--- src/design/bgq_pkg.sv ---
// Shared constants and types for the button gesture qualifier.
`timescale 1ns / 1ps

package bgq_pkg;

    // Field and register widths
    localparam int FIELD_W   = 20;
    localparam int CNT_W     = 16;
    localparam int DLY_W     = 8;
    localparam int WIN_W     = 5;
    localparam int AGO_W     = 6;
    localparam int PADDR_W   = 4;
    localparam int PDATA_W   = 32;
    localparam int REG_IDX_W = 2;

    localparam logic [CNT_W-1:0] CNT_MAX = {CNT_W{1'b1}};

    // Register map, by word index
    localparam logic [REG_IDX_W-1:0] REG_REPEAT_DELAY    = 2'd0;
    localparam logic [REG_IDX_W-1:0] REG_REPEAT_INTERVAL = 2'd1;
    localparam logic [REG_IDX_W-1:0] REG_PRESS_WINDOW    = 2'd2;
    localparam logic [REG_IDX_W-1:0] REG_GAP_WINDOW      = 2'd3;

    // Register reset values
    localparam logic [DLY_W-1:0] RST_REPEAT_DELAY    = 8'd20;
    localparam logic [DLY_W-1:0] RST_REPEAT_INTERVAL = 8'd5;
    localparam logic [WIN_W-1:0] RST_PRESS_WINDOW    = 5'd10;
    localparam logic [WIN_W-1:0] RST_GAP_WINDOW      = 5'd10;

    // History walk starts two frames back; short release looks from three back
    localparam logic [AGO_W-1:0] WALK_FIRST_AGO = 6'd2;
    localparam logic [AGO_W-1:0] SR_FIRST_AGO   = 6'd3;

    // Remainder unit: dividend bits retired per cycle
    localparam int REM_STEP_BITS = 4;
    localparam int REM_STEPS     = CNT_W / REM_STEP_BITS;
    localparam int REM_STEP_W    = $clog2(REM_STEPS);

    typedef struct packed {
        logic             start;
        logic [CNT_W-1:0] dividend;
        logic [DLY_W-1:0] divisor;
    } rem_req_t;

    typedef struct packed {
        logic             busy;
        logic             done;
        logic [DLY_W-1:0] rem;
    } rem_rsp_t;

endpackage

--- src/design/button_gesture_qualifier_core.sv ---
// Top level: per-frame button gesture qualifier with history walk and shared remainder unit.
// The shared remainder unit serves one button at a time, in lane order.
// The history walk over gap_window+press_window+1 frames, one ring read a cycle, runs
//   alongside; one item at a time, in_stall stays high until the result is registered,
//   so a new frame is taken only after the last one is done; out_stall can delay that.
// rst_n clears control state, hold counters and ring valid bits at once; registers
//   return to their defaults and the ring reads as zeros, with no clearing pass.
`timescale 1ns / 1ps

module button_gesture_qualifier_core #(
    parameter int BUTTONS = 20,
    parameter int HISTORY = 64
) (
    input  logic                          clk,
    input  logic                          rst_n,
    // configuration port
    input  logic                          psel,
    input  logic                          penable,
    input  logic                          pwrite,
    input  logic [bgq_pkg::PADDR_W-1:0]   paddr,
    input  logic [bgq_pkg::PDATA_W-1:0]   pwdata,
    output logic [bgq_pkg::PDATA_W-1:0]   prdata,
    output logic                          pready,
    // input channel
    input  logic                          in_valid,
    output logic                          in_stall,
    input  logic [bgq_pkg::FIELD_W-1:0]   levels,
    // output channel
    output logic                          out_valid,
    input  logic                          out_stall,
    output logic [bgq_pkg::FIELD_W-1:0]   held,
    output logic [bgq_pkg::FIELD_W-1:0]   press_edge,
    output logic [bgq_pkg::FIELD_W-1:0]   release_edge,
    output logic [bgq_pkg::FIELD_W-1:0]   repeat_fire,
    output logic [bgq_pkg::FIELD_W-1:0]   double_press,
    output logic [bgq_pkg::FIELD_W-1:0]   short_release
);
    import bgq_pkg::*;

    localparam int LANES  = (BUTTONS < FIELD_W) ? BUTTONS : FIELD_W;
    localparam int SLOT_W = $clog2(HISTORY);
    localparam int BI_W   = (LANES > 1) ? $clog2(LANES) : 1;

    localparam logic [SLOT_W-1:0] LAST_SLOT = SLOT_W'(HISTORY - 1);
    localparam logic [BI_W-1:0]   LAST_LANE = BI_W'(LANES - 1);

    // Sequencer states
    localparam int          ST_W   = 2;
    localparam logic [ST_W-1:0] S_IDLE = 2'd0;
    localparam logic [ST_W-1:0] S_RUN  = 2'd1;
    localparam logic [ST_W-1:0] S_DONE = 2'd2;

    // Double press lane states
    localparam logic [1:0] DP_SEEK_HELD = 2'd0;
    localparam logic [1:0] DP_SEEK_GAP  = 2'd1;
    localparam logic [1:0] DP_HIT       = 2'd2;
    localparam logic [1:0] DP_MISS      = 2'd3;

    logic [DLY_W-1:0]  delay_reg;
    logic [DLY_W-1:0]  interval_reg;
    logic [WIN_W-1:0]  pwin_reg;
    logic [WIN_W-1:0]  gwin_reg;

    logic [ST_W-1:0]   state_reg, state_next;
    logic [SLOT_W-1:0] ws_reg;
    logic [SLOT_W-1:0] ws_inc;
    logic [LANES-1:0]  now_in;
    logic [LANES-1:0]  now_reg;
    logic [LANES-1:0]  prev_reg;
    logic [CNT_W-1:0]  hold_cnt_reg [LANES];

    logic [SLOT_W-1:0] rd_idx_reg;
    logic [AGO_W-1:0]  rd_ago_reg;
    logic [AGO_W-1:0]  dago_reg;
    logic              iss_reg;
    logic              dval_reg;
    logic [AGO_W-1:0]  end_ago;
    logic [AGO_W-1:0]  gap_lim;
    logic [AGO_W-1:0]  sr_lim;
    logic [LANES-1:0]  rd_data;

    logic [1:0]        dp_st_reg   [LANES];
    logic [1:0]        dp_st_next  [LANES];
    logic [WIN_W-1:0]  dp_cnt_reg  [LANES];
    logic [WIN_W-1:0]  dp_cnt_next [LANES];
    logic [LANES-1:0]  sr_hit_reg;
    logic [LANES-1:0]  sr_hit_next;

    logic [BI_W-1:0]   bi_reg;
    logic              rem_start_reg;
    logic              rem_fin_reg;
    logic [LANES-1:0]  rep_reg;
    logic              rep_bit;
    rem_req_t          rem_req;
    rem_rsp_t          rem_rsp;

    logic              in_acc;
    logic              out_free;
    logic              finish;
    logic              out_load;
    logic              cfg_wr;

    logic              out_valid_reg;
    logic [FIELD_W-1:0] held_reg, press_reg, release_reg;
    logic [FIELD_W-1:0] repeat_reg, double_reg, short_reg;

    // Configuration registers
    assign cfg_wr = psel && penable && pwrite && pready;
    assign pready = 1'b1;

    always_ff @(posedge clk or negedge rst_n)
    begin
        if (!rst_n)
        begin
            delay_reg    <= RST_REPEAT_DELAY;
            interval_reg <= RST_REPEAT_INTERVAL;
            pwin_reg     <= RST_PRESS_WINDOW;
            gwin_reg     <= RST_GAP_WINDOW;
        end
        else if (cfg_wr)
        begin
            unique case (paddr[3:2])
                REG_REPEAT_DELAY:    delay_reg    <= pwdata[DLY_W-1:0];
                REG_REPEAT_INTERVAL: interval_reg <= pwdata[DLY_W-1:0];
                REG_PRESS_WINDOW:    pwin_reg     <= pwdata[WIN_W-1:0];
                REG_GAP_WINDOW:      gwin_reg     <= pwdata[WIN_W-1:0];
            endcase
        end
    end

    // Register read back
    always_comb
    begin
        unique case (paddr[3:2])
            REG_REPEAT_DELAY:    prdata = PDATA_W'(delay_reg);
            REG_REPEAT_INTERVAL: prdata = PDATA_W'(interval_reg);
            REG_PRESS_WINDOW:    prdata = PDATA_W'(pwin_reg);
            REG_GAP_WINDOW:      prdata = PDATA_W'(gwin_reg);
        endcase
    end

    // Handshake and sequencing
    assign in_stall = (state_reg != S_IDLE);
    assign in_acc   = in_valid && !in_stall;
    assign out_free = !out_valid_reg || !out_stall;
    assign finish   = !iss_reg && !dval_reg && rem_fin_reg;
    assign out_load = out_free && ((state_reg == S_DONE) || ((state_reg == S_RUN) && finish));

    always_comb
    begin
        state_next = state_reg;
        unique case (state_reg)
            S_IDLE:
            begin
                if (in_acc)
                begin
                    state_next = S_RUN;
                end
            end
            S_RUN:
            begin
                if (finish)
                begin
                    state_next = out_free ? S_IDLE : S_DONE;
                end
            end
            S_DONE:
            begin
                if (out_free)
                begin
                    state_next = S_IDLE;
                end
            end
            default: state_next = S_IDLE;
        endcase
    end

    // Ring position and walk bounds
    assign ws_inc  = (ws_reg == LAST_SLOT) ? '0 : ws_reg + 1'b1;
    assign now_in  = levels[LANES-1:0];
    assign end_ago = AGO_W'(gwin_reg) + AGO_W'(pwin_reg) + WALK_FIRST_AGO;
    assign gap_lim = AGO_W'(gwin_reg) + AGO_W'(1);
    assign sr_lim  = AGO_W'(pwin_reg) + WALK_FIRST_AGO;

    bgq_hist #(
        .DEPTH (HISTORY),
        .WIDTH (LANES)
    ) u_hist (
        .clk   (clk),
        .rst_n (rst_n),
        .we    (in_acc),
        .waddr (ws_inc),
        .wdata (now_in),
        .raddr (rd_idx_reg),
        .rdata (rd_data)
    );

    // Per-button lookback lanes, fed one past frame a cycle
    always_comb
    begin
        sr_hit_next = sr_hit_reg;
        for (int b = 0; b < LANES; b++)
        begin
            dp_st_next[b]  = dp_st_reg[b];
            dp_cnt_next[b] = dp_cnt_reg[b];
            unique case (dp_st_reg[b])
                DP_SEEK_HELD:
                begin
                    if (dago_reg > gap_lim)
                    begin
                        dp_st_next[b] = DP_MISS;
                    end
                    else if (rd_data[b])
                    begin
                        dp_st_next[b]  = DP_SEEK_GAP;
                        dp_cnt_next[b] = pwin_reg;
                    end
                end
                DP_SEEK_GAP:
                begin
                    if (dp_cnt_reg[b] == '0)
                    begin
                        dp_st_next[b] = DP_MISS;
                    end
                    else if (!rd_data[b])
                    begin
                        dp_st_next[b] = DP_HIT;
                    end
                    else
                    begin
                        dp_cnt_next[b] = dp_cnt_reg[b] - 1'b1;
                    end
                end
                DP_HIT:  dp_st_next[b] = DP_HIT;
                DP_MISS: dp_st_next[b] = DP_MISS;
            endcase
            if (!rd_data[b] && (dago_reg >= SR_FIRST_AGO) && (dago_reg <= sr_lim))
            begin
                sr_hit_next[b] = 1'b1;
            end
        end
    end

    // Repeat decision for the lane whose remainder is ready
    assign rep_bit = now_reg[bi_reg] &&
                     ((hold_cnt_reg[bi_reg] == '0) ||
                      ((hold_cnt_reg[bi_reg] > CNT_W'(delay_reg)) && (rem_rsp.rem == '0)));

    assign rem_req.start    = rem_start_reg;
    assign rem_req.dividend = hold_cnt_reg[bi_reg];
    assign rem_req.divisor  = (interval_reg == '0) ? DLY_W'(1) : interval_reg;

    bgq_rem u_rem (
        .clk   (clk),
        .rst_n (rst_n),
        .req   (rem_req),
        .rsp   (rem_rsp)
    );

    // Control state: frame capture, walk, remainder sequencing
    always_ff @(posedge clk or negedge rst_n)
    begin
        if (!rst_n)
        begin
            state_reg     <= S_IDLE;
            ws_reg        <= '0;
            now_reg       <= '0;
            prev_reg      <= '0;
            rd_idx_reg    <= '0;
            rd_ago_reg    <= '0;
            dago_reg      <= '0;
            iss_reg       <= 1'b0;
            dval_reg      <= 1'b0;
            sr_hit_reg    <= '0;
            bi_reg        <= '0;
            rem_start_reg <= 1'b0;
            rem_fin_reg   <= 1'b0;
            rep_reg       <= '0;
            for (int b = 0; b < LANES; b++)
            begin
                hold_cnt_reg[b] <= '0;
                dp_st_reg[b]    <= DP_MISS;
                dp_cnt_reg[b]   <= '0;
            end
        end
        else
        begin
            state_reg     <= state_next;
            rem_start_reg <= 1'b0;
            if (in_acc)
            begin
                // capture the frame and arm the walk and remainder pass
                ws_reg        <= ws_inc;
                now_reg       <= now_in;
                prev_reg      <= now_reg;
                rd_idx_reg    <= (ws_reg == '0) ? LAST_SLOT : ws_reg - 1'b1;
                rd_ago_reg    <= WALK_FIRST_AGO;
                iss_reg       <= 1'b1;
                dval_reg      <= 1'b0;
                sr_hit_reg    <= '0;
                bi_reg        <= '0;
                rem_start_reg <= 1'b1;
                rem_fin_reg   <= 1'b0;
                rep_reg       <= '0;
                for (int b = 0; b < LANES; b++)
                begin
                    if (now_in[b] && now_reg[b])
                    begin
                        if (hold_cnt_reg[b] != CNT_MAX)
                        begin
                            hold_cnt_reg[b] <= hold_cnt_reg[b] + 1'b1;
                        end
                    end
                    else
                    begin
                        hold_cnt_reg[b] <= '0;
                    end
                    dp_st_reg[b] <= (now_in[b] && !now_reg[b]) ? DP_SEEK_HELD : DP_MISS;
                end
            end
            else if (state_reg == S_RUN)
            begin
                // step the read pointer back one frame
                dval_reg <= iss_reg;
                dago_reg <= rd_ago_reg;
                if (iss_reg)
                begin
                    rd_idx_reg <= (rd_idx_reg == '0) ? LAST_SLOT : rd_idx_reg - 1'b1;
                    rd_ago_reg <= rd_ago_reg + 1'b1;
                    iss_reg    <= (rd_ago_reg != end_ago);
                end
                // advance the lanes on returned data
                if (dval_reg)
                begin
                    sr_hit_reg <= sr_hit_next;
                    for (int b = 0; b < LANES; b++)
                    begin
                        dp_st_reg[b]  <= dp_st_next[b];
                        dp_cnt_reg[b] <= dp_cnt_next[b];
                    end
                end
                // collect a remainder and start the next button
                if (rem_rsp.done)
                begin
                    rep_reg[bi_reg] <= rep_bit;
                    if (bi_reg == LAST_LANE)
                    begin
                        rem_fin_reg <= 1'b1;
                    end
                    else
                    begin
                        bi_reg        <= bi_reg + 1'b1;
                        rem_start_reg <= 1'b1;
                    end
                end
            end
        end
    end

    // Output register
    always_ff @(posedge clk or negedge rst_n)
    begin
        if (!rst_n)
        begin
            out_valid_reg <= 1'b0;
        end
        else if (out_load)
        begin
            out_valid_reg <= 1'b1;
        end
        else if (!out_stall)
        begin
            out_valid_reg <= 1'b0;
        end
    end

    always_ff @(posedge clk)
    begin
        if (out_load)
        begin
            held_reg    <= FIELD_W'(now_reg);
            press_reg   <= FIELD_W'(now_reg & ~prev_reg);
            release_reg <= FIELD_W'(prev_reg & ~now_reg);
            repeat_reg  <= FIELD_W'(rep_reg);
            short_reg   <= FIELD_W'(~now_reg & prev_reg & sr_hit_reg);
            for (int b = 0; b < FIELD_W; b++)
            begin
                if (b < LANES)
                begin
                    double_reg[b] <= (dp_st_reg[b] == DP_HIT);
                end
                else
                begin
                    double_reg[b] <= 1'b0;
                end
            end
        end
    end

    assign out_valid     = out_valid_reg;
    assign held          = held_reg;
    assign press_edge    = press_reg;
    assign release_edge  = release_reg;
    assign repeat_fire   = repeat_reg;
    assign double_press  = double_reg;
    assign short_release = short_reg;

`ifndef SYNTHESIS
    a_acc_runs: assert property (@(posedge clk) disable iff (!rst_n)
        in_acc |=> (state_reg == S_RUN))
        else $error("accepted frame did not start a run");
    a_rem_in_run: assert property (@(posedge clk) disable iff (!rst_n)
        (rem_rsp.done || rem_rsp.busy) |-> (state_reg == S_RUN))
        else $error("remainder unit active outside a run");
    a_idle_quiet: assert property (@(posedge clk) disable iff (!rst_n)
        (state_reg == S_IDLE) |-> (!iss_reg && !dval_reg))
        else $error("history walk active while idle");
    a_slot_range: assert property (@(posedge clk) disable iff (!rst_n)
        ws_reg <= LAST_SLOT)
        else $error("ring slot out of range");
`endif

endmodule

--- src/design/bgq_hist.sv ---
// Level history ring: one write port, one registered read port, per-entry valid bits.
`timescale 1ns / 1ps

module bgq_hist #(
    parameter int DEPTH = 64,
    parameter int WIDTH = 20
) (
    input  logic                     clk,
    input  logic                     rst_n,
    input  logic                     we,
    input  logic [$clog2(DEPTH)-1:0] waddr,
    input  logic [WIDTH-1:0]         wdata,
    input  logic [$clog2(DEPTH)-1:0] raddr,
    output logic [WIDTH-1:0]         rdata
);

    logic [WIDTH-1:0] mem [DEPTH];
    logic [DEPTH-1:0] vld_reg;
    logic [WIDTH-1:0] rd_reg;
    logic             rd_vld_reg;

    // Mark entries as written; unwritten entries read as zero
    always_ff @(posedge clk or negedge rst_n)
    begin
        if (!rst_n)
        begin
            vld_reg    <= '0;
            rd_vld_reg <= 1'b0;
        end
        else
        begin
            if (we)
            begin
                vld_reg[waddr] <= 1'b1;
            end
            rd_vld_reg <= vld_reg[raddr];
        end
    end

    // Write and registered read of the ring
    always_ff @(posedge clk)
    begin
        if (we)
        begin
            mem[waddr] <= wdata;
        end
        rd_reg <= mem[raddr];
    end

    assign rdata = rd_vld_reg ? rd_reg : '0;

endmodule

--- src/design/bgq_rem.sv ---
// Iterative remainder unit: hold count modulo repeat interval, four bits per cycle.
`timescale 1ns / 1ps

module bgq_rem (
    input  logic              clk,
    input  logic              rst_n,
    input  bgq_pkg::rem_req_t req,
    output bgq_pkg::rem_rsp_t rsp
);
    import bgq_pkg::*;

    logic [CNT_W-1:0]      quo_reg, quo_next;
    logic [DLY_W-1:0]      part_reg, part_next;
    logic [DLY_W-1:0]      dvs_reg;
    logic [REM_STEP_W-1:0] step_reg;
    logic                  busy_reg;
    logic                  done_reg;

    // Retire several dividend bits by shift and conditional subtract
    always_comb
    begin
        logic [DLY_W:0]   acc;
        logic [CNT_W-1:0] sh;
        acc = {1'b0, part_reg};
        sh  = quo_reg;
        for (int j = 0; j < REM_STEP_BITS; j++)
        begin
            acc = {acc[DLY_W-1:0], sh[CNT_W-1]};
            sh  = {sh[CNT_W-2:0], 1'b0};
            if (acc >= {1'b0, dvs_reg})
            begin
                acc = acc - {1'b0, dvs_reg};
            end
        end
        part_next = acc[DLY_W-1:0];
        quo_next  = sh;
    end

    // Sequence the steps
    always_ff @(posedge clk or negedge rst_n)
    begin
        if (!rst_n)
        begin
            step_reg <= '0;
            busy_reg <= 1'b0;
            done_reg <= 1'b0;
        end
        else if (req.start)
        begin
            step_reg <= '0;
            busy_reg <= 1'b1;
            done_reg <= 1'b0;
        end
        else if (busy_reg)
        begin
            step_reg <= step_reg + 1'b1;
            if (step_reg == REM_STEP_W'(REM_STEPS - 1))
            begin
                busy_reg <= 1'b0;
                done_reg <= 1'b1;
            end
        end
        else
        begin
            done_reg <= 1'b0;
        end
    end

    // Operand and partial remainder
    always_ff @(posedge clk)
    begin
        if (req.start)
        begin
            quo_reg  <= req.dividend;
            part_reg <= '0;
            dvs_reg  <= req.divisor;
        end
        else if (busy_reg)
        begin
            quo_reg  <= quo_next;
            part_reg <= part_next;
        end
    end

    assign rsp.busy = busy_reg;
    assign rsp.done = done_reg;
    assign rsp.rem  = part_reg;

`ifndef SYNTHESIS
    a_no_start_busy: assert property (@(posedge clk) disable iff (!rst_n)
        req.start |-> !busy_reg)
        else $error("remainder unit restarted while busy");
    a_rem_below_dvs: assert property (@(posedge clk) disable iff (!rst_n)
        done_reg |-> (part_reg < dvs_reg))
        else $error("remainder not below divisor");
    a_done_pulse: assert property (@(posedge clk) disable iff (!rst_n)
        done_reg |=> !done_reg)
        else $error("done held for more than one cycle");
`endif

endmodule
--- config.mk ---
export PLATFORM = sky130hd
export DESIGN_NAME = button_gesture_qualifier_core
export DESIGN_NICKNAME = d
export VERILOG_FILES = /design/src/design/bgq_pkg.sv /design/src/design/button_gesture_qualifier_core.sv /design/src/design/bgq_hist.sv /design/src/design/bgq_rem.sv
export SDC_FILE = /design/constraint.sdc
export NUM_CORES = 2
export LEC_CHECK = 0
export BUFFER_PORTS_ARGS = -buffer_cell sky130_fd_sc_hd__buf_2
export CORE_ASPECT_RATIO = 1.25
export CORE_MARGIN = 3
export CORE_UTILIZATION = 41
export CTS_CLUSTER_DIAMETER = 80
export DETAILED_ROUTE_END_ITERATION = 16
export MAX_ROUTING_LAYER = met4
export PLACE_DENSITY = 0.6
export SLEW_MARGIN = 20
export SYNTH_ARGS = -nofsm -noshare
export SYNTH_HDL_FRONTEND = slang
export SYNTH_SLANG_ARGS = --single-unit
--- constraint.sdc ---
create_clock -name clk -period 13.7 [get_ports clk]
set_clock_uncertainty 0.1 [all_clocks]
set_input_delay 2.74 -clock clk [delete_from_list [all_inputs] [get_ports clk]]
set_output_delay 2.74 -clock clk [all_outputs]
set_load 0.05 [all_outputs]
After elaboration in Yosys (flattened, before gate mapping)
Memory sizes are Yosys's and may differ from the RTL's. A register that Yosys moved wholly into a read port is not among the register bits.
Cells that the tools add are included.

storage, ports and cells
  flip-flop bits (word level) = 823
  RAM bits = 1280
  logic and storage cells = 1099
  memories kept = 1
  latch bits = 0
  memory bits (read-only) = 0

operators by class
  equal/unequal tests = 235
  div/mod/pow operators = 0
  add/subtract/negate cells = 54
  bitwise logic cells = 8
  reduce and logical (&&, ||, !) cells = 323
  multiply operators = 0
  order comparisons = 14
  multiplexer cells = 352
  shifts and indexed selects = 0

memory list
  memory      depth  width  rd ports  clocked after memory_dff  wr ports  line            text
  u_hist.mem  64     20     1         1                         1         bgq_hist.sv:17  logic [WIDTH-1:0] mem [DEPTH];

operators by type and width
  cell                                               number
  two-way mux 16 bit                                 44
  two-way mux 5 bit                                  84
  adder 16 x 1 -> 16 bit (second input constant)     20
  inequality test 16 bit (second input constant)     20
  two-way mux 2 bit                                  106
  one-hot mux 5 bit (2 select lines)                 20
  inequality test 2 bit (second input constant)      84
  inequality test 4 bit (second input constant)      40
  one-hot mux 2 bit (4 select lines)                 20
  AND reduction 8 bit                                20
  two-way mux 20 bit                                 7
  one-hot mux 32 bit (4 select lines)                1
  two-way mux 40 bit                                 3
  logical NOT 5 bit                                  20
  subtractor 5 x 1 -> 5 bit (second input constant)  20
  nonzero test 2 bit                                 47
  logical AND 1 bit                                  91
  equality test 2 bit (second input constant)        44
  binary-select mux 16 bit (select 5 bit)            1
  AND reduction 4 bit                                20
  AND reduction 3 bit                                23
  bitwise OR 64 bit                                  1
  AND 20 bit                                         3
  two-way mux 6 bit                                  9
  other kinds (43)                                   238

Depth between registers and ports, before layout
  depth in word-level cells = 12
  depth in mapped cells = 35
  gate-level depth less buffers = 33

Hierarchy
From an unflattened synthesis, not the netlist that was laid out.

unflattened totals
  cell total of the unflattened synthesis = 6873
  area total of the unflattened synthesis = 94897.3 um^2

by module, submodules not included
  module                         instances  area an instance (um^2)  cells each
  bgq_hist                       1          52362.7                  2452
  button_gesture_qualifier_core  1          39456.6                  4113
  bgq_rem                        1          3078.0                   308

Worst setup path before layout
Ideal clock, no wire load.

  path type = input port to flip-flop
  start point = input out_stall
  end point = register double_reg[0] (netlist: double_press[0]), enable pin
  setup slack = 4.421 ns
  stages on the path = 1
  path buffers = 0
  arrival time = 8.541 ns
  cell sequence = a21oi_1

on the way
  longest elaborated chain between the ends = 3

ends and longest elaborated chain
  element                        line                                  text
  start, declared                button_gesture_qualifier_core.sv:30   input logic out_stall,
  logical NOT 1 bit              n/a
  logical OR 1 bit               button_gesture_qualifier_core.sv:145  assign out_free = !out_valid_reg || !out_stall;
  logical AND 1 bit              button_gesture_qualifier_core.sv:147  assign out_load = out_free && ((state_reg == S_DONE) || ((state_reg == S_RUN) && finish));
  end signal, assigned by index  button_gesture_qualifier_core.sv:390  double_reg[b] <= (dp_st_reg[b] == DP_HIT);
  end, declared                  button_gesture_qualifier_core.sv:105  logic [FIELD_W-1:0] repeat_reg, double_reg, short_reg;

Every way passes these cells.
A chain may end at the register's enable or synchronous reset.

Worst setup path after layout
  start point = register u_rem.dvs_reg[1]
  end point = register u_rem.part_reg[2]

on the way
  longest elaborated chain between the ends = 8
  elaborated cells on any way between the ends = 12
  those cells by class = add/sub: 4; order compare: 4; mux: 4

ends and longest elaborated chain
  element                                                                         line                          text
  start, declared                                                                 bgq_rem.sv:14                 logic [DLY_W-1:0] dvs_reg;
  start signal, assigned                                                          bgq_rem.sv:76                 dvs_reg <= req.divisor;
  subtractor 8 bit or greater-or-equal comparator 9 x 8 -> 1 bit (tied branches)  bgq_rem.sv:32, bgq_rem.sv:30
  two-way mux 8 bit                                                               bgq_rem.sv:30                 if (acc >= {1'b0, dvs_reg})
  subtractor 8 bit or greater-or-equal comparator 9 x 8 -> 1 bit (tied branches)  bgq_rem.sv:32, bgq_rem.sv:30
  two-way mux 8 bit                                                               bgq_rem.sv:30
  greater-or-equal comparator 9 x 8 -> 1 bit or subtractor 8 bit (tied branches)  bgq_rem.sv:30, bgq_rem.sv:32
  two-way mux 8 bit                                                               bgq_rem.sv:30
  subtractor 8 bit or greater-or-equal comparator 9 x 8 -> 1 bit (tied branches)  bgq_rem.sv:32, bgq_rem.sv:30
  two-way mux 8 bit (*)                                                           bgq_rem.sv:30
  end signal, assigned                                                            bgq_rem.sv:81                 part_reg <= part_next;
  end, declared                                                                   bgq_rem.sv:13                 logic [DLY_W-1:0] part_reg, part_next;

Mark *: on every way between the ends. The rest lies on a longest branch, timed or not.

==> qor.yml <==
outcome: "finished clean"
ys_seq_area_share_pct: 64.1
synthArstFlopShare_pct: 31.6
firstDrtPassIters: 8
dp_hpwl_um: 163000
final_cells: 10200
synth_area_leaders: "edfxtp_1, dfrtp_1, mux4_2"
ys_types: 78
critical_path_required_ns: 14.33
htree_levels: 4
drv_cap: 0
path_clk_slew_ns: 0.06
relSlewSlack_pct: 20.6
overflow: 0
drv_slew: 0
layout.nets: 7236
hp-class: "flip-flop to flip-flop"
cp_slowest_stage_delay_ns: 0.57
synth_edf_count: 1424
critPathLaunch: "u_rem.dvs_reg[1]"
largest_reg_flops: 1280
period_needed_ns: 9.10
critPathKind: "flip-flop to flip-flop"
yosys.area.top_type_share_pct: 45.6
setup_viol: 0
fin_util_pct: 46.6
first_iter_violations: 5274
wl_per_cell_um: 25.4
port_buffers: 166
synth_commonest_cells: "edfxtp_1, nor2_1, dfrtp_1, nand2_1, o21ai_0"
design.core.area_sq_um: 227000
syn_avg_cell_area_sq_um: 13.6
fin_tns_setup_ns: 0
syn_area_sq_um: 93900
crit_top_cell: "ha_1"
peakVddDrop_v: 0.000468
synthToLayoutAreaGrowth_pct: 12.5
io_pins: 218
antenna_found_initial: 10
cp.arrival_ns: 9.73
hp-start: "rep_reg[1]"
worst-path-buf-inv: 2
ctsHoldBuffers: 0
root_buffer: "clkbuf_16"
clk_latency_ns: 0.87
end_kind: "flip-flop"
synth_cells: 6906
startpoint_type: "flip-flop"
min_period_over_period_pct: 66.4
clockBufferDepth: 3
place_inst: 9776
gr-usage-met1_pct: 28.0
cts_resized: 0
hold_viol_final: 0
grt_max_degree: 157
critPathMaxFanout: 11
gp_congestion: 0.879
total_leakage_power_nw: 38.5
cts_setup_buffers: 0
numCtsBuffers: 209
timing_worst_slew_pin_value_ns: 1.18
max_freq_mhz: 110
ys_ff_latch: 2123
ys_dominant_reg_cell: "edfxtp_1"
grt_pass1_wl_um: 384000
timing.rr.start: "u_rem.dvs_reg[1]"
synth.largest_area_cell: "edfxtp_1"
drive_above_1_share_pct: 17.5
start_util_pct: 41.4
grt_pass1_vias: 58800
grt_use_met3_pct: 3.03
routed-via-count: 58900
clock-sinks: 2123
vias_per_cell: 5.79
cts_tree: "done"
grt_use_met2_pct: 37.4
num_rows: 195
die_area_sq_um: 235000
wirelength_um: 259000
yosysWarnings: 0
fp.dieW_um: 434
final_antenna_net_count: 0
die_y_um: 541
synth.most_common_cell: "edfxtp_1"
gr-max-usage-layer: "met2"
rsz0062_at_grt: "false"
crit_slowest_cell: "o22ai_1"
drc_errors: 0
power.density_nw_per_um2: 216
cpLargestDelayFamily: "compound AO/OA/AOI/OAI gates"
track_usage_pct: 22.5
## cell families (layout without fill, tap and decap cells)
kind of cell / count (synthesis) / count (layout) / share of synthesized area, %
buffers and inverters: 567 / 857 / 2.45
other: 2 / 26 / 0.00800
flip-flops: 2123 / 2123 / 64.1
AO/OA/AOI/OAI: 1274 / 1274 / 8.34
multiplexers: 688 / 688 / 11.6
adder cells (fa/ha/maj): 139 / 139 / 1.89
XOR/XNOR: 235 / 235 / 2.19
AND/OR/NAND/NOR: 1878 / 1878 / 9.37
## path summary, 6_finish.rpt
kind / depth (start not counted) / slack, ns / to
max: 32 / 4.60 / u_rem.part_reg[2]
min: 0 / 0.35 / repeat_fire[1]
max reg2reg: 32 / 4.60 / u_rem.part_reg[2]
min reg2reg: 0 / 0.35 / repeat_fire[1]
max in group asynchronous: 3 / 9.33 / dp_cnt_reg[0]
min in group asynchronous: 1 / 1.81 / hold_cnt_reg[140]
## metrics by stage
stage / area, sq um / worst slack (ns) / total power, mW / hold slack [ns]
after floorplan: 94000 / 4.42 / 14.3 / 0.319
after global placement: 98500 / 4.57 / 17.1 / 0.341
after detailed placement: 98500 / 4.67 / 17.1 / 0.341
after CTS: 105000 / 4.57 / 23.0 / 0.356
after global routing: 106000 / 3.88 / 24.1 / 0.365
final: 106000 / 4.60 / 22.8 / 0.354
## worst register-to-register path, delay by kind of cell, from the launching register on
kind / cells / cell delay [ns]
compound gates: 18 / 4.80
fa+ha+maj: 4 / 1.24
buf+inv: 2 / 0.36
flops: 1 / 0.48
mux: 3 / 1.30
simple gates: 5 / 0.67
## report_power, final
group	switching [mW]	leakage (nW)	internal (mW)
Sequential	0.650	22.0	7.43
Clock	2.56	3.42	3.28
Combinational	5.42	13.1	3.50
Total	8.63	38.5	14.2
## area by class of cell
cell class / instances / area (sq um)
Fill cell: 19700 / 121000
Sequential cell: 2123 / 60200
Clock inverter: 117 / 1220
Timing Repair Buffer: 285 / 1870
Tap cell: 2955 / 3700
Clock buffer: 279 / 5780
Antenna cell: 1 / 2.50
Inverter: 176 / 661
Multi-Input combinational cell: 4239 / 32200
## per-layer routing
| metal | up-vias | part of all wire, % |
|---|---|---|
| met2 | 1860 | 50 |
| met3 | 441 | 5.5 |
| met1 | 30300 | 40 |
| met4 | 0 | 4.3 |
| met5 | - | 0 |
| li1 | 26300 | - |
## cells in the final DEF, fill, tap and decap left out, types with 48 or more instances in the layout
cell type,instances
mux4_2,313
mux2_2,97
nand3_1,122
xor2_1,131
nand4_1,88
ha_1,134
or3_1,124
o22ai_1,62
dfrtp_1,615
nand2_1,437
o221ai_1,122
mux2i_1,272
nor2_4,64
xnor2_1,104
buf_2,165
nor3_1,99
or2_2,64
a21oi_1,370
nor2b_1,78
clkbuf_16,211
dfstp_2,48
nor2_1,590
buf_4,108
edfxtp_1,1424
a22oi_1,55
o21ai_0,398
and3_1,50
inv_1,175
Note: power is estimated with default switching activity, not from simulation.
